===== src/rtl/core/sqvs_pkg.sv =====
package sqvs_pkg;

    // Fraction bits of positions, coefficients and uv
    localparam int FRAC_BITS = 16;
    localparam int UV_W      = FRAC_BITS + 1;
    localparam logic [UV_W-1:0] UV_ONE = UV_W'(1) << FRAC_BITS;

    // Quotient bits resolved per divider stage
    localparam int DIV_STEPS = 4;

    // Configuration register indexes
    localparam logic [2:0] REG_TEX_WIDTH  = 3'd0;
    localparam logic [2:0] REG_TEX_HEIGHT = 3'd1;
    localparam logic [2:0] REG_SCALE_XX   = 3'd2;
    localparam logic [2:0] REG_SHEAR_XY   = 3'd3;
    localparam logic [2:0] REG_SHEAR_YX   = 3'd4;
    localparam logic [2:0] REG_SCALE_YY   = 3'd5;
    localparam logic [2:0] REG_OFFSET_X   = 3'd6;
    localparam logic [2:0] REG_OFFSET_Y   = 3'd7;

    // Corner codes
    localparam logic [1:0] CORNER_BL = 2'd0;
    localparam logic [1:0] CORNER_BR = 2'd1;
    localparam logic [1:0] CORNER_TL = 2'd2;
    localparam logic [1:0] CORNER_TR = 2'd3;

    typedef struct packed {
        logic        [9:0]  quad_slot;
        logic signed [31:0] pos_x;
        logic signed [31:0] pos_y;
        logic signed [31:0] depth_z;
        logic        [15:0] rect_x;
        logic        [15:0] rect_y;
        logic        [15:0] rect_w;
        logic        [15:0] rect_h;
        logic               flip_x;
        logic               flip_y;
        logic               rotated;
    } sprite_t;

    typedef struct packed {
        logic        [9:0]      slot_out;
        logic        [1:0]      corner;
        logic signed [31:0]     vert_x;
        logic signed [31:0]     vert_y;
        logic signed [31:0]     vert_z;
        logic        [UV_W-1:0] tex_u;
        logic        [UV_W-1:0] tex_v;
        logic                   last;
    } vertex_t;

    typedef struct packed {
        logic        [15:0] tex_width;
        logic        [15:0] tex_height;
        logic signed [31:0] scale_xx;
        logic signed [31:0] shear_xy;
        logic signed [31:0] shear_yx;
        logic signed [31:0] scale_yy;
        logic signed [31:0] offset_x;
        logic signed [31:0] offset_y;
    } cfg_t;

    // Per-vertex fields that ride along the pipeline untouched
    typedef struct packed {
        logic        [9:0]  slot;
        logic        [1:0]  corner;
        logic signed [31:0] z;
        logic               last;
    } meta_t;

    // One corner leaving the sequencer
    typedef struct packed {
        meta_t              meta;
        logic signed [31:0] gx;
        logic signed [31:0] gy;
        logic        [16:0] u_num;
        logic        [16:0] v_num;
    } corner_item_t;

    // Partial restoring division
    typedef struct packed {
        logic [15:0] rem;
        logic [15:0] quo;
        logic        sat;
    } div_t;

    // Start a uv division; a quotient of one or more saturates at once
    function automatic div_t div_init(input logic [16:0] num, input logic [15:0] den);
        div_t d;
        d.quo = '0;
        d.sat = (num >= {1'b0, den});
        d.rem = d.sat ? 16'd0 : num[15:0];
        return d;
    endfunction

    // Resolve DIV_STEPS more quotient bits
    function automatic div_t div_step(input div_t din, input logic [15:0] den);
        div_t        d;
        logic [16:0] r2;
        d = din;
        for (int i = 0; i < DIV_STEPS; i++)
        begin
            r2 = {d.rem, 1'b0};
            if (r2 >= {1'b0, den})
            begin
                r2 = r2 - {1'b0, den};
                d.quo = {d.quo[14:0], 1'b1};
            end
            else
            begin
                d.quo = {d.quo[14:0], 1'b0};
            end
            d.rem = r2[15:0];
        end
        return d;
    endfunction

    // Clamp to the signed 32-bit range
    function automatic logic signed [31:0] sat32(input logic signed [49:0] v);
        if (v > 50'sd2147483647)
            return 32'sh7FFFFFFF;
        else if (v < -50'sd2147483648)
            return 32'sh80000000;
        else
            return 32'(v);
    endfunction

endpackage


===== src/rtl/core/sqvs_sprite_if.sv =====
interface sqvs_sprite_if import sqvs_pkg::*; ();
    logic    valid;
    logic    ready;
    sprite_t data;

    modport source (output valid, output data, input ready);
    modport sink   (input valid, input data, output ready);
endinterface


===== src/rtl/core/sqvs_corner_seq.sv =====
module sqvs_corner_seq import sqvs_pkg::*; #(
    parameter int MAX_QUADS = 1024
) (
    input  logic         clk,
    input  logic         rst_n,
    sqvs_sprite_if.sink  sprite,
    output logic         out_valid,
    input  logic         out_ready,
    output corner_item_t out_item
);

    logic               busy_reg, busy_next;
    logic [1:0]         k_reg, k_next;
    logic [9:0]         slot_reg;
    logic signed [31:0] x1_reg, x2_reg, y1_reg, y2_reg, z_reg;
    logic [16:0]        ul_reg, ur_reg, vt_reg, vb_reg;
    logic               fx_reg, fy_reg, rot_reg;

    logic               in_fire, adv;
    logic signed [33:0] x2w, y2w;
    logic               u_right, v_top;

    assign adv          = busy_reg & out_ready;
    assign sprite.ready = ~busy_reg | (adv & (k_reg == CORNER_TR));
    assign in_fire      = sprite.valid & sprite.ready;

    // Far edges: position plus width or height in whole units, clamped when captured
    assign x2w = 34'(sprite.data.pos_x)
               + signed'({2'b00, sprite.data.rect_w, {FRAC_BITS{1'b0}}});
    assign y2w = 34'(sprite.data.pos_y)
               + signed'({2'b00, sprite.data.rect_h, {FRAC_BITS{1'b0}}});

    // Corner counter
    always_comb
    begin
        busy_next = busy_reg;
        k_next    = k_reg;
        if (adv)
        begin
            k_next = k_reg + 2'd1;
            if (k_reg == CORNER_TR)
                busy_next = in_fire;
        end
        else if (in_fire)
        begin
            busy_next = 1'b1;
            k_next    = CORNER_BL;
        end
    end

    always_ff @(posedge clk or negedge rst_n)
    begin
        if (!rst_n)
        begin
            busy_reg <= 1'b0;
            k_reg    <= CORNER_BL;
        end
        else
        begin
            busy_reg <= busy_next;
            k_reg    <= k_next;
        end
    end

    // Capture the sprite
    always_ff @(posedge clk)
    begin
        if (in_fire)
        begin
            slot_reg <= 10'(32'(sprite.data.quad_slot) % MAX_QUADS);
            x1_reg   <= sprite.data.pos_x;
            y1_reg   <= sprite.data.pos_y;
            x2_reg   <= sat32(50'(x2w));
            y2_reg   <= sat32(50'(y2w));
            z_reg    <= sprite.data.depth_z;
            ul_reg   <= {1'b0, sprite.data.rect_x};
            ur_reg   <= {1'b0, sprite.data.rect_x} + {1'b0, sprite.data.rect_w};
            vt_reg   <= {1'b0, sprite.data.rect_y};
            vb_reg   <= {1'b0, sprite.data.rect_y} + {1'b0, sprite.data.rect_h};
            fx_reg   <= sprite.data.flip_x;
            fy_reg   <= sprite.data.flip_y;
            rot_reg  <= sprite.data.rotated;
        end
    end

    // Pick geometry and texture edges for the current corner
    always_comb
    begin
        u_right = (rot_reg ? ~k_reg[1] : k_reg[0]) ^ fx_reg;
        v_top   = (rot_reg ? ~k_reg[0] : k_reg[1]) ^ fy_reg;
        out_item.meta.slot   = slot_reg;
        out_item.meta.corner = k_reg;
        out_item.meta.z      = z_reg;
        out_item.meta.last   = (k_reg == CORNER_TR);
        out_item.gx          = k_reg[0] ? x2_reg : x1_reg;
        out_item.gy          = k_reg[1] ? y2_reg : y1_reg;
        out_item.u_num       = u_right ? ur_reg : ul_reg;
        out_item.v_num       = v_top ? vt_reg : vb_reg;
    end

    assign out_valid = busy_reg;

endmodule


===== src/flat_wrapper.sv =====
// flat-port wrapper written by rule: the top's interface ports become plain ports
module sqvs_corner_seq_flat import sqvs_pkg::*;
#(
    parameter int MAX_QUADS = 1024
)
  (clk, rst_n, out_valid, out_ready, out_item, sprite_valid, sprite_data, sprite_ready);
  sqvs_sprite_if sprite_i ();
  input  logic clk;
  input  logic rst_n;
  output logic out_valid;
  input  logic out_ready;
  output corner_item_t out_item;
  input wire logic [$bits(sprite_i.valid)-1:0] sprite_valid;
  input wire logic [$bits(sprite_i.data)-1:0] sprite_data;
  output wire logic [$bits(sprite_i.ready)-1:0] sprite_ready;
  assign sprite_i.valid = sprite_valid;
  assign sprite_i.data = sprite_data;
  assign sprite_ready = sprite_i.ready;
  sqvs_corner_seq #(.MAX_QUADS(MAX_QUADS)) u_core (.clk(clk), .rst_n(rst_n), .sprite(sprite_i), .out_valid(out_valid), .out_ready(out_ready), .out_item(out_item));
endmodule

===== config.mk =====
export PLATFORM = sky130hd
export DESIGN_NAME = sqvs_corner_seq_flat
export DESIGN_NICKNAME = d
export VERILOG_FILES = /design/src/rtl/core/sqvs_pkg.sv /design/src/rtl/core/sqvs_sprite_if.sv /design/src/rtl/core/sqvs_corner_seq.sv /design/src/flat_wrapper.sv
export SDC_FILE = /design/constraint.sdc
export NUM_CORES = 1
export LEC_CHECK = 0
export ABC_AREA = 1
export BUFFER_PORTS_ARGS = -buffer_cell sky130_fd_sc_hd__buf_2
export CAP_MARGIN = 30
export CORE_ASPECT_RATIO = 1.75
export CORE_MARGIN = 5
export CORE_UTILIZATION = 58
export CTS_CLUSTER_SIZE = 28
export DETAILED_ROUTE_END_ITERATION = 6
export PLACE_DENSITY_LB_ADDON = 0.08
export REMOVE_ABC_BUFFERS = 1
export SYNTH_ARGS = -nofsm -noshare
export SYNTH_HDL_FRONTEND = slang
export SYNTH_SLANG_ARGS = --single-unit

===== constraint.sdc =====
create_clock -name clk -period 20.9 [get_ports clk]
set_input_delay 3.135 -clock clk [delete_from_list [all_inputs] [get_ports clk]]
set_output_delay 3.135 -clock clk [all_outputs]
set_load 0.02 [all_outputs]

==> run_results.csv <==
group,metric,value,unit
status,status,"finished clean",
route,finalWirelength,31660,µm
grt,first_global_vias,9628,
clock_tree,ctsHoldBuffers,0,
timing,fmax,0.1477,GHz
clock_tree,cts_buffer_depth,3,
timing,tns,0,ns
timing,finalClockSkew,0.009990,ns
finish,final_core_util,0.7148,
route,drtPass1Iterations,4,
route,vias,9617,
critical_path,crit_arrival,3.63,ns
synth,synthArstFlopShare,0.01240,
synth,syn_area,0.01269,mm²
clock_tree,numCtsBuffers,23,
critical_path,endpoint,"sprite_ready",
critical_path,critPathKind,"in -> out",
grt,track_usage,0.2498,
power,power.density,104.7,mW/mm²
finish,layout.nets,1818,
route,route.detailed.drc,0,
synth,synth_top_area_cell,"edfxtp_1",
grt,grt_start_max_net_pins,180,
clock_tree,numClockSinks,242,
route,wire_per_inst,16.83,µm
floorplanning,die-area,0.02505,mm²
min_path,hold_class,"reg -> reg",
clock_tree,clock_latency,0.53,ns
power,p_seq_frac,0.389,
timing,setup_viol,0,
floorplanning,die_h,205.6,µm
finish,area_delta_synth_final,21.14,%
power,p_switching,0.0005757,W
placement,port-buffer-count,321,
route,ant_nets,0,
clock_tree,cts-htree-levels,1,
floorplanning,die_x,121.8,µm
route,maxUsedRoutingLayer,"met5",
clock_tree,ctsRootBufferMaster,"clkbuf_16",
grt,antenna_found_initial,3,
synth,ys_seq_area_frac,0.5717,
timing,finalHoldViolations,0,
power,intPower,0.001033,W
power,peakVddDrop,82.03,µV
timing,min_period_over_period,0.3238,
synth,synth_seq_cells,242,
clock_tree,cts_tree,"yes",
timing,fin_crit,6.768,ns
synth,synth.most_common_cell,"nand2_1",
synth,ys_types,41,
critical_path,critPathMaxFanout,4,
clock_tree,path_clk_slew,0.06,ns
power,p_comb_frac,0.345,
critical_path,required,17.77,ns
power,switching_share,0.3580,
grt,grt_pass1_wl,48450,µm
critical_path,r2r_end,"u_core.y1_reg[16]$_DFFE_PP_",
floorplanning,start_util,0.5901,
synth,synth_area_leaders,"edfxtp_1 (57%), nand2_1 (14%), ha_1 (6.6%), inv_1 (3.1%), xor2_1 (2.2%)",
power,power_leakage,7.214,nW
route,drt-initial-drc-count,599,
critical_path,start_kind,"input port",
floorplanning,pin_count,322,
route,wl_met3,1750,µm
synth,syn_inst,1244,
critical_path,end_kind,"output pin",
synth,synth_common_cells,"nand2_1 (489), edfxtp_1 (239), inv_1 (104)",
synth,synth_edf_count,239,
synth,synth_top_cell_area_share,0.5657,
critical_path,startpoint,"out_ready",
timing,slew_headroom,0.2307,
route,wl_met2,17110,µm
route,wirelength_met1,11530,µm
synth,ys_warn_count,0,
timing,rsz0062_at_grt,"false",
critical_path,rr_worst_depth,5,
timing,tightest_slew,1.154,ns
grt,grt_overflow,0,
timing,setup_ws,14.13,ns
placement,globalplace.congestion,0.9420,
placement,hpwl,23880,µm
floorplanning,core_area,0.02150,mm²
route,drt-vias-per-instance,5.113,
critical_path,rr_startpoint,"u_core.k_reg[0]$_DFFE_PN0P_",
run,cap_violations,0,
synth,synth_area_per_cell,10.20,µm²
clock_tree,ctsResizeCount,0,
finish,drive_above_1_share,0.2867,
floorplanning,rows,71,
timing,slew_viol_final,0,
power,clockPowerShare,0.266,
placement,post-place-ws,14.14,ns
clock_tree,cts_setup_buffers,0,
power,totalPowerFinal,0.001608,W
critical_path,r2r_setup_slack,18.39,ns
synth,synth-main-ff-cell,"edfxtp_1",
## area by class of cell
cell class | count | area, µm²
well taps | 292 | 365.4
diodes | 2 | 5.005
multi-input cells | 859 | 4820
clock inverters | 16 | 190.2
clock buffers | 26 | 586.8
flip-flops and latches | 242 | 7252
repair buffers | 329 | 1714
fillers | 1713 | 6131
inverters | 115 | 434.2
## worst min path at each step
stage	end	cells after the start	from	slack, ns
2_1_floorplan	u_core.k_reg[1]$_DFFE_PN0P_	2	u_core.out_valid$_DFFE_PN0P_	0.69
3_3_place_gp	u_core.out_valid$_DFFE_PN0P_	2	u_core.out_valid$_DFFE_PN0P_	0.65
3_5_place_dp	u_core.out_valid$_DFFE_PN0P_	2	u_core.out_valid$_DFFE_PN0P_	0.69
4_1_cts	u_core.out_valid$_DFFE_PN0P_	2	u_core.out_valid$_DFFE_PN0P_	0.72
5_1_grt	u_core.k_reg[1]$_DFFE_PN0P_	2	u_core.out_valid$_DFFE_PN0P_	0.74
6_report	u_core.out_valid$_DFFE_PN0P_	2	u_core.out_valid$_DFFE_PN0P_	0.71
## power by group through the flow
stage          sequential [W]  combinational (W)  clock [W]
6_report             0.000626           0.000555   0.000428
5_1_grt              0.000629           0.000605   0.000459
2_1_floorplan        0.000687           0.000333          0
3_3_place_gp         0.000633           0.000543          0
3_5_place_dp         0.000635           0.000559          0
4_1_cts              0.000625           0.000562   0.000436
## routing by layer
| layer | GRT usage | vias up |
|---|---|---|
| met2 | 0.4703 | 284 |
| met1 | 0.2772 | 4489 |
| li1 | - | 4777 |
| met4 | 0.1054 | 2 |
| met5 | 0 | - |
| met3 | 0.03465 | 65 |
## placed cells by master (no fill, tap or decap), types with 10 or more instances in the layout
cell and instances:
nand2_2 31, edfxtp_1 239, a21oi_1 48, inv_2 10, inv_1 104, nor2_1 30, xor2_1 32, nand3_1 41
nand2_1 489, clkbuf_16 23, buf_2 321, o21ai_0 17, ha_1 67, mux2_2 23, xnor2_1 20
## metrics by stage
stage | std cells | hold WS, ns | instance area [µm²]
4_1_cts | 1879 | 0.7171 | 15360
3_5_place_dp | 1837 | 0.6949 | 14590
5_1_grt | 1881 | 0.7446 | 15370
3_3_place_gp | 1834 | 0.6505 | 14530
2_1_floorplan | 1216 | 0.6941 | 12490
6_report | 1881 | 0.7134 | 15370
## critical path: stages
cell,delay [ns]
buf_2,0.12
nand2_1,0.11
nand2_1,0.08
buf_2,0.18
## cells by family (layout without fill, tap and decap cells)
| logic type | count (synthesis) | in the layout | synth area share |
|---|---|---|---|
| flops | 242 | 242 | 0.5717 |
| xor+xnor | 54 | 54 | 0.03847 |
| other cells | 0 | 2 | 0 |
| buf+inv | 143 | 486 | 0.04931 |
| simple gates | 614 | 614 | 0.1999 |
| fa+ha+maj | 71 | 71 | 0.07239 |
| compound gates | 88 | 88 | 0.03985 |
| mux | 32 | 32 | 0.02841 |
(Power assumes the default switching activity.)
