--- src/rtl/core/sqvs_pkg.sv ---
package sqvs_pkg;

    // Fraction bits of positions, coefficients and uv
    localparam int FRAC_BITS = 16;
    localparam int UV_W      = FRAC_BITS + 1;
    localparam logic [UV_W-1:0] UV_ONE = UV_W'(1) << FRAC_BITS;

    // Quotient bits resolved per divider stage
    localparam int DIV_STEPS = 4;

    // Configuration register indexes
    localparam logic [2:0] REG_TEX_WIDTH  = 3'd0;
    localparam logic [2:0] REG_TEX_HEIGHT = 3'd1;
    localparam logic [2:0] REG_SCALE_XX   = 3'd2;
    localparam logic [2:0] REG_SHEAR_XY   = 3'd3;
    localparam logic [2:0] REG_SHEAR_YX   = 3'd4;
    localparam logic [2:0] REG_SCALE_YY   = 3'd5;
    localparam logic [2:0] REG_OFFSET_X   = 3'd6;
    localparam logic [2:0] REG_OFFSET_Y   = 3'd7;

    // Corner codes
    localparam logic [1:0] CORNER_BL = 2'd0;
    localparam logic [1:0] CORNER_BR = 2'd1;
    localparam logic [1:0] CORNER_TL = 2'd2;
    localparam logic [1:0] CORNER_TR = 2'd3;

    typedef struct packed {
        logic        [9:0]  quad_slot;
        logic signed [31:0] pos_x;
        logic signed [31:0] pos_y;
        logic signed [31:0] depth_z;
        logic        [15:0] rect_x;
        logic        [15:0] rect_y;
        logic        [15:0] rect_w;
        logic        [15:0] rect_h;
        logic               flip_x;
        logic               flip_y;
        logic               rotated;
    } sprite_t;

    typedef struct packed {
        logic        [9:0]      slot_out;
        logic        [1:0]      corner;
        logic signed [31:0]     vert_x;
        logic signed [31:0]     vert_y;
        logic signed [31:0]     vert_z;
        logic        [UV_W-1:0] tex_u;
        logic        [UV_W-1:0] tex_v;
        logic                   last;
    } vertex_t;

    typedef struct packed {
        logic        [15:0] tex_width;
        logic        [15:0] tex_height;
        logic signed [31:0] scale_xx;
        logic signed [31:0] shear_xy;
        logic signed [31:0] shear_yx;
        logic signed [31:0] scale_yy;
        logic signed [31:0] offset_x;
        logic signed [31:0] offset_y;
    } cfg_t;

    // Per-vertex fields that ride along the pipeline untouched
    typedef struct packed {
        logic        [9:0]  slot;
        logic        [1:0]  corner;
        logic signed [31:0] z;
        logic               last;
    } meta_t;

    // One corner leaving the sequencer
    typedef struct packed {
        meta_t              meta;
        logic signed [31:0] gx;
        logic signed [31:0] gy;
        logic        [16:0] u_num;
        logic        [16:0] v_num;
    } corner_item_t;

    // Partial restoring division
    typedef struct packed {
        logic [15:0] rem;
        logic [15:0] quo;
        logic        sat;
    } div_t;

    // Start a uv division; a quotient of one or more saturates at once
    function automatic div_t div_init(input logic [16:0] num, input logic [15:0] den);
        div_t d;
        d.quo = '0;
        d.sat = (num >= {1'b0, den});
        d.rem = d.sat ? 16'd0 : num[15:0];
        return d;
    endfunction

    // Resolve DIV_STEPS more quotient bits
    function automatic div_t div_step(input div_t din, input logic [15:0] den);
        div_t        d;
        logic [16:0] r2;
        d = din;
        for (int i = 0; i < DIV_STEPS; i++)
        begin
            r2 = {d.rem, 1'b0};
            if (r2 >= {1'b0, den})
            begin
                r2 = r2 - {1'b0, den};
                d.quo = {d.quo[14:0], 1'b1};
            end
            else
            begin
                d.quo = {d.quo[14:0], 1'b0};
            end
            d.rem = r2[15:0];
        end
        return d;
    endfunction

    // Clamp to the signed 32-bit range
    function automatic logic signed [31:0] sat32(input logic signed [49:0] v);
        if (v > 50'sd2147483647)
            return 32'sh7FFFFFFF;
        else if (v < -50'sd2147483648)
            return 32'sh80000000;
        else
            return 32'(v);
    endfunction

endpackage

--- src/rtl/core/sqvs_regs.sv ---
module sqvs_regs import sqvs_pkg::*; (
    input  logic        clk,
    input  logic        rst_n,
    input  logic        psel,
    input  logic        penable,
    input  logic        pwrite,
    input  logic [4:0]  paddr,
    input  logic [31:0] pwdata,
    output logic [31:0] prdata,
    output logic        pready,
    output cfg_t        cfg
);

    cfg_t       cfg_reg;
    logic       wr_en;
    logic [2:0] idx;

    assign pready = 1'b1;
    assign wr_en  = psel & penable & pwrite;
    assign idx    = paddr[4:2];
    assign cfg    = cfg_reg;

    // Register file write
    always_ff @(posedge clk or negedge rst_n)
    begin
        if (!rst_n)
        begin
            cfg_reg.tex_width  <= 16'd1;
            cfg_reg.tex_height <= 16'd1;
            cfg_reg.scale_xx   <= 32'sd65536;
            cfg_reg.shear_xy   <= '0;
            cfg_reg.shear_yx   <= '0;
            cfg_reg.scale_yy   <= 32'sd65536;
            cfg_reg.offset_x   <= '0;
            cfg_reg.offset_y   <= '0;
        end
        else if (wr_en)
        begin
            case (idx)
                REG_TEX_WIDTH:  cfg_reg.tex_width  <= pwdata[15:0];
                REG_TEX_HEIGHT: cfg_reg.tex_height <= pwdata[15:0];
                REG_SCALE_XX:   cfg_reg.scale_xx   <= pwdata;
                REG_SHEAR_XY:   cfg_reg.shear_xy   <= pwdata;
                REG_SHEAR_YX:   cfg_reg.shear_yx   <= pwdata;
                REG_SCALE_YY:   cfg_reg.scale_yy   <= pwdata;
                REG_OFFSET_X:   cfg_reg.offset_x   <= pwdata;
                REG_OFFSET_Y:   cfg_reg.offset_y   <= pwdata;
                default: ;
            endcase
        end
    end

    // Read mux
    always_comb
    begin
        case (idx)
            REG_TEX_WIDTH:  prdata = {16'd0, cfg_reg.tex_width};
            REG_TEX_HEIGHT: prdata = {16'd0, cfg_reg.tex_height};
            REG_SCALE_XX:   prdata = cfg_reg.scale_xx;
            REG_SHEAR_XY:   prdata = cfg_reg.shear_xy;
            REG_SHEAR_YX:   prdata = cfg_reg.shear_yx;
            REG_SCALE_YY:   prdata = cfg_reg.scale_yy;
            REG_OFFSET_X:   prdata = cfg_reg.offset_x;
            REG_OFFSET_Y:   prdata = cfg_reg.offset_y;
            default:        prdata = '0;
        endcase
    end

endmodule

--- config.mk ---
export PLATFORM = sky130hd
export DESIGN_NAME = sqvs_regs
export DESIGN_NICKNAME = d
export VERILOG_FILES = /design/src/rtl/core/sqvs_pkg.sv /design/src/rtl/core/sqvs_regs.sv
export SDC_FILE = /design/constraint.sdc
export NUM_CORES = 1
export LEC_CHECK = 0
export BUFFER_PORTS_ARGS = -buffer_cell sky130_fd_sc_hd__buf_2
export CAP_MARGIN = 5
export CORE_MARGIN = 1.5
export CORE_UTILIZATION = 45
export CTS_CLUSTER_DIAMETER = 150
export DETAILED_ROUTE_END_ITERATION = 12
export PLACE_DENSITY = 0.74
export SLEW_MARGIN = 20
export SYNTH_ARGS = -nofsm -noshare
export SYNTH_HDL_FRONTEND = slang
export SYNTH_SLANG_ARGS = --single-unit
--- constraint.sdc ---
create_clock -name clk -period 1.6 [get_ports clk]
set_clock_uncertainty 0.05 [all_clocks]
set_input_delay 0.16 -clock clk [delete_from_list [all_inputs] [get_ports clk]]
set_output_delay 0.16 -clock clk [all_outputs]
set_load 0.1 [all_outputs]
==> results of run 1 <==
per-layer routing:
| layer | up-vias | GRT usage | part of all wire |
|---|---|---|---|
| met3 | 53 | 0.0769 | 0.076 |
| li1 | 3464 | - | - |
| met4 | 0 | 0.0740 | 0.021 |
| met2 | 290 | 0.476 | 0.50 |
| met5 | - | 0 | 0 |
| met1 | 4003 | 0.337 | 0.40 |
where the power goes:
group | switching, mW | total (mW) | internal [mW]
Clock | 2.32 | 5.74 | 3.42
Sequential | 0.971 | 8.17 | 7.20
Combinational | 11.3 | 14.8 | 3.45
Total | 14.6 | 28.7 | 14.1
worst max-delay path, stage by stage (launching register included):
cell and delay (ns):
dfrtp_4 0.48, mux2_4 0.30, a221oi_4 0.33, a21oi_4 0.06
buf_12 0.17
cells in the mapped netlist, drive strengths merged:
cell,n
mux2,237
dfrtp,220
mux2i,69
buf,37
o22a,19
a221oi,18
o22ai,16
clkbuf,15
inv,13
nor2,12
o21ai,8
a22o,6
a21oi,5
a22oi,5
a221o,4
dfstp,4
nand3,4
a211oi,3
nand2,3
nand2b,3
nor3b,3
o2bb2ai,3
or3,3
nor2b,2
conb,1
mux4,1
nand4,1
nand4b,1
final timing paths:
check,start,endpoint,slack (ns)
max,cfg[120],prdata[24],-0.48
min,rst_n,cfg[117],0.11
max reg2reg,cfg[192],cfg[192],0.39
min reg2reg,cfg[190],cfg[190],0.47
min in group clk,pwrite,cfg[171],0.32
max in group asynchronous,rst_n,cfg[98],0.75
metrics by stage:
step	hold slack, ns	util	setup slack (ns)
2_1_floorplan	-0.186	-	-0.0724
3_3_place_gp	0.0614	0.633	-0.115
3_5_place_dp	0.0637	0.633	-0.179
4_1_cts	0.117	0.710	-0.468
5_1_grt	0.150	0.720	-0.527
6_report	0.114	0.720	-0.479
cell type report:
| class | count | share of cell area |
|---|---|---|
| flip-flops and latches | 224 | 0.385 |
| well taps | 280 | 0.0221 |
| inverters | 13 | 0.00307 |
| clock buffers | 38 | 0.0475 |
| multi-input cells | 427 | 0.312 |
| repair buffers | 424 | 0.226 |
| clock inverters | 8 | 0.00489 |
repair_timing:
item / in CTS / in global routing
pin swaps: 23 / 13
hold buffers: 33 / 0
hold endpoints to repair: 444 / 0
endpoints found under the setup margin: 45 / 79
resized for setup: 77 / 64
setup buffers: 31 / 6
cloned: 0 / 0
cells by family after synthesis:
group,after synthesis,share of synthesized area
multiplexers,307,0.335
flip-flops,224,0.549
AO/OA/AOI/OAI,87,0.0654
buffers and inverters,65,0.0324
AND/OR/NAND/NOR,32,0.0184
other,1,0.000367
==> results.sh, run 1 <==
export IMPL_status="finished, violations left"
export IMPL_violations="negative setup slack"
export IMPL_grt_pass1_wl_um=50400
export IMPL_rsz0062_at_grt="true"
export IMPL_r2r_cells=4
export IMPL_antenna_left=0
export IMPL_synth_seq_area_share=0.549
export IMPL_criticalPathCategory="reg -> out"
export IMPL_grt_pass1_vias=8351
export IMPL_totalWireLength_um=32600
export IMPL_p_per_area_nw_per_um2=1810
export IMPL_hold_viol=0
export IMPL_ys_types=34
export IMPL_cp_max_fo=3
export IMPL_placed_area_sq_um=14000
export IMPL_htreeDepth=1
export IMPL_viasPerCell=5.52
export IMPL_die_area_sq_um=23600
export IMPL_overflow=0
export IMPL_clkTransAtPathRegs_ns=0.06
export IMPL_insertedDiodeCount=0
export IMPL_grt_max_degree=49
export IMPL_total_power_mw=28.7
export IMPL_first_iter_violations=314
export IMPL_ios=299
export IMPL_synthTopCellsByArea="dfrtp_1 (54%), mux2_2 (23%), mux2i_1 (6.8%), o22a_1 (1.6%), a221oi_1 (1.5%)"
export IMPL_synth_fp_nets=758
export IMPL_wl_per_cell_um=23.0
export IMPL_final_cell_mix="mux2_2 (202), buf_2 (182), dfrtp_2 (133)"
export IMPL_hpwl_um=22100
export IMPL_clkLatencyLatePin_ns=0.51
export IMPL_hold_class="in -> async"
export IMPL_antenna_found_initial=0
export IMPL_cts_inserted_buffers=25
export IMPL_yosys_area_top_type="dfrtp_1"
export IMPL_fin_tns_setup_ns=-10.14
export IMPL_leakage_nw=7.14
export IMPL_clockBufferDepth=3
export IMPL_multiInputGateArea_sq_um=4940
export IMPL_place_inst=1300
export IMPL_initial_core_util=0.464
export IMPL_placementRows=54
export IMPL_fp_dieW_um=154
export IMPL_gp_congestion=0.807
export IMPL_nNetsFinal=1157
export IMPL_final_area_sq_um=15900
export IMPL_syn_area_per_cell_sq_um=14.3
export IMPL_max_slew_margin=0.614
export IMPL_worst_pin_slew_ns=0.577
export IMPL_final_cells=1414
export IMPL_syn_to_final_growth_pct=55.3
export IMPL_ys_seq_elements=224
export IMPL_vias=7810
export IMPL_firstDrtPassIters=4
export IMPL_cts_root_buf="clkbuf_16"
export IMPL_period_share=1.30
export IMPL_max_cap_viol_count=0
export IMPL_cts_tree="built"
export IMPL_syn_inst=716
export IMPL_core_sq_um=22000
export IMPL_vdd_ir_drop_max_uv=1260
export IMPL_drv_slew=0
export IMPL_crit_arrival_ns=1.87
export IMPL_worstPathRequired_ns=1.39
export IMPL_synth_top_area_frac=0.539
export IMPL_largest_register_ff_count=224
export IMPL_drc_errors=0
export IMPL_period_minus_slack_ns=2.08
export IMPL_cts_sinks=224
export IMPL_track_usage=0.275
export IMPL_layout_setup_ws_ns=-0.479
export IMPL_timing_fmax_mhz=481
export IMPL_drive_gt1_frac=0.849
export IMPL_final_common_cell="mux2_2"
export IMPL_synth_area_sq_um=10200
export IMPL_setup_viol=33
export IMPL_fp_dieH_um=154
export IMPL_critPathCaptureType="output pin"
export IMPL_yosysWarnings=0
export IMPL_port_buffers=295
export IMPL_fillers=1395
export IMPL_regArea_sq_um=6110
export IMPL_cp_start_kind="flop"
Note: power is estimated with default switching activity, not from simulation.
==> run 2: changes to the inputs <==
--- a/config.mk
+++ b/config.mk
@@ -12,6 +12,7 @@
 export CTS_CLUSTER_DIAMETER = 150
 export DETAILED_ROUTE_END_ITERATION = 12
 export PLACE_DENSITY = 0.74
+export SETUP_SLACK_MARGIN = 0.3
 export SLEW_MARGIN = 20
 export SYNTH_ARGS = -nofsm -noshare
 export SYNTH_HDL_FRONTEND = slang
==> results.sh, run 2 (same netlist as run 1, synthesis figures left out) <==
export IMPL_status="finished, violations left"
export IMPL_worst_pin_slew_ns=0.670
export IMPL_totalWireLength_um=49400
export IMPL_rsz0062_at_grt="true"
export IMPL_firstDrtPassIters=5
export IMPL_clkTransAtPathRegs_ns=0.06
export IMPL_criticalPathCategory="reg -> out"
export IMPL_final_cells=1496
export IMPL_r2r_slack_ns=0.31
export IMPL_track_usage=0.350
export IMPL_worst_path_largest_cell_delay_ns=0.50
export IMPL_multiInputGateArea_sq_um=5310
export IMPL_critPathCaptureType="output pin"
export IMPL_timing_fmax_mhz=466
export IMPL_fillers=626
export IMPL_place_inst=1308
export IMPL_vias=9166
export IMPL_clockBufferDepth=3
export IMPL_violations="negative setup slack"
export IMPL_regArea_sq_um=6130
export IMPL_cp_max_fo=3
export IMPL_fp_dieW_um=154
export IMPL_largest_register_ff_count=224
export IMPL_cts_inserted_buffers=26
export IMPL_crit_slowest_cell="dfrtp_4"
export IMPL_initial_core_util=0.464
export IMPL_worstPathRequired_ns=1.39
export IMPL_leakage_nw=8.65
export IMPL_max_slew_margin=0.551
export IMPL_port_buffers=295
export IMPL_htreeDepth=1
export IMPL_hold_class="in -> async"
export IMPL_layout_setup_ws_ns=-0.544
export IMPL_grt_pass1_wl_um=62500
export IMPL_wl_per_cell_um=33.0
export IMPL_drv_slew=0
export IMPL_antenna_found_initial=0
export IMPL_crit_arrival_ns=1.93
export IMPL_period_minus_slack_ns=2.14
export IMPL_critical_path_startpoint="cfg[85]"
export IMPL_drive_gt1_frac=0.891
export IMPL_routed_wl_met3_um=4120
export IMPL_route_layer_met1_wl_um=17200
export IMPL_max_cap_viol_count=0
export IMPL_vdd_ir_drop_max_uv=1290
export IMPL_nNetsFinal=1238
export IMPL_setup_viol=40
export IMPL_fin_util=0.922
export IMPL_fp_dieH_um=154
export IMPL_period_share=1.34
export IMPL_grt_max_degree=69
export IMPL_cts_sinks=224
export IMPL_cts_root_buf="clkbuf_16"
export IMPL_die_area_sq_um=23600
export IMPL_antenna_left=0
export IMPL_final_common_cell="buf_12"
export IMPL_placementRows=54
export IMPL_final_cell_mix="buf_12 (282), mux2_2 (172), dfrtp_2 (125)"
export IMPL_hold_viol=0
export IMPL_timing_rr_start="cfg[92]"
export IMPL_drc_errors=0
export IMPL_grt_pass1_vias=9690
export IMPL_ios=299
export IMPL_first_iter_violations=477
export IMPL_cp_start_kind="flop"
export IMPL_gp_congestion=0.801
export IMPL_wl_met2_um=25200
export IMPL_p_per_area_nw_per_um2=1720
export IMPL_overflow=0
export IMPL_top_layer="met4"
export IMPL_cts_tree="built"
export IMPL_clkLatencyLatePin_ns=0.52
export IMPL_core_sq_um=22000
export IMPL_hpwl_um=22200
export IMPL_viasPerCell=6.13
export IMPL_syn_to_final_growth_pct=98.7
export IMPL_crit_chain="mux2_2, a22o_1, a22o_4, buf_12"
[run 2: layout make-up]
class / count / share of cell area
multi-input cells: 427 / 0.261
clock inverters: 8 / 0.00197
diodes: 1 / 0.000123
clock buffers: 39 / 0.0380
repair buffers: 504 / 0.377
well taps: 280 / 0.0173
flip-flops and latches: 224 / 0.302
inverters: 13 / 0.00240
[run 2: critical path, delay by kind of cell, from the launching register on]
kind	cells	cell delay, ns
flops	1	0.50
mux	1	0.28
compound gates	2	0.44
buf+inv	1	0.16
[run 2: repair_timing]
item                       in CTS  in global routing
gates resized for setup       804                299
setup endpoints to repair     256                319
buffers inserted               60                 47
hold buffers                   33                  0
pin swaps                      38                 27
hold endpoints to repair      444                  0
[run 2: worst paths after layout]
| kind | endpoint | depth (start not counted) |
|---|---|---|
| max | prdata[21] | 4 |
| min | cfg[129] | 2 |
| max reg2reg | cfg[92] | 4 |
| min reg2reg | cfg[128] | 1 |
| max in group asynchronous | cfg[170] | 3 |
| min in group clk | cfg[113] | 5 |
[run 2: routing by layer]
layer	vias to the layer above	global-route usage
met1	4724	0.402
met2	618	0.621
met4	0	0.154
met3	216	0.0857
met5	-	0
li1	3608	-
[run 2: metrics by stage]
| stage | setup WS [ns] | hold WS [ns] | cell area (sq um) | TNS [ns] | power [mW] |
|---|---|---|---|---|---|
| finish | -0.544 | 0.0273 | 20300 | -12.96 | 34.9 |
| global route | -0.572 | 0.0489 | 20300 | -13.91 | 35.5 |
| CTS | -0.465 | 0.0194 | 18900 | -10.63 | 32.3 |
| detailed placement | -0.203 | -0.0233 | 14300 | -21.36 | 22.4 |
| global placement | -0.176 | -0.0314 | 14300 | -17.99 | 22.3 |
| floorplan | -0.0724 | -0.186 | 11600 | -0.674 | 19.6 |
[run 2: where the power goes]
group          switching [mW]  total [mW]  internal, mW
clock                    2.57        5.89          3.32
sequential               1.78        9.01          7.23
combinational            12.4        20.0          7.63
total                    16.7        34.9          18.2
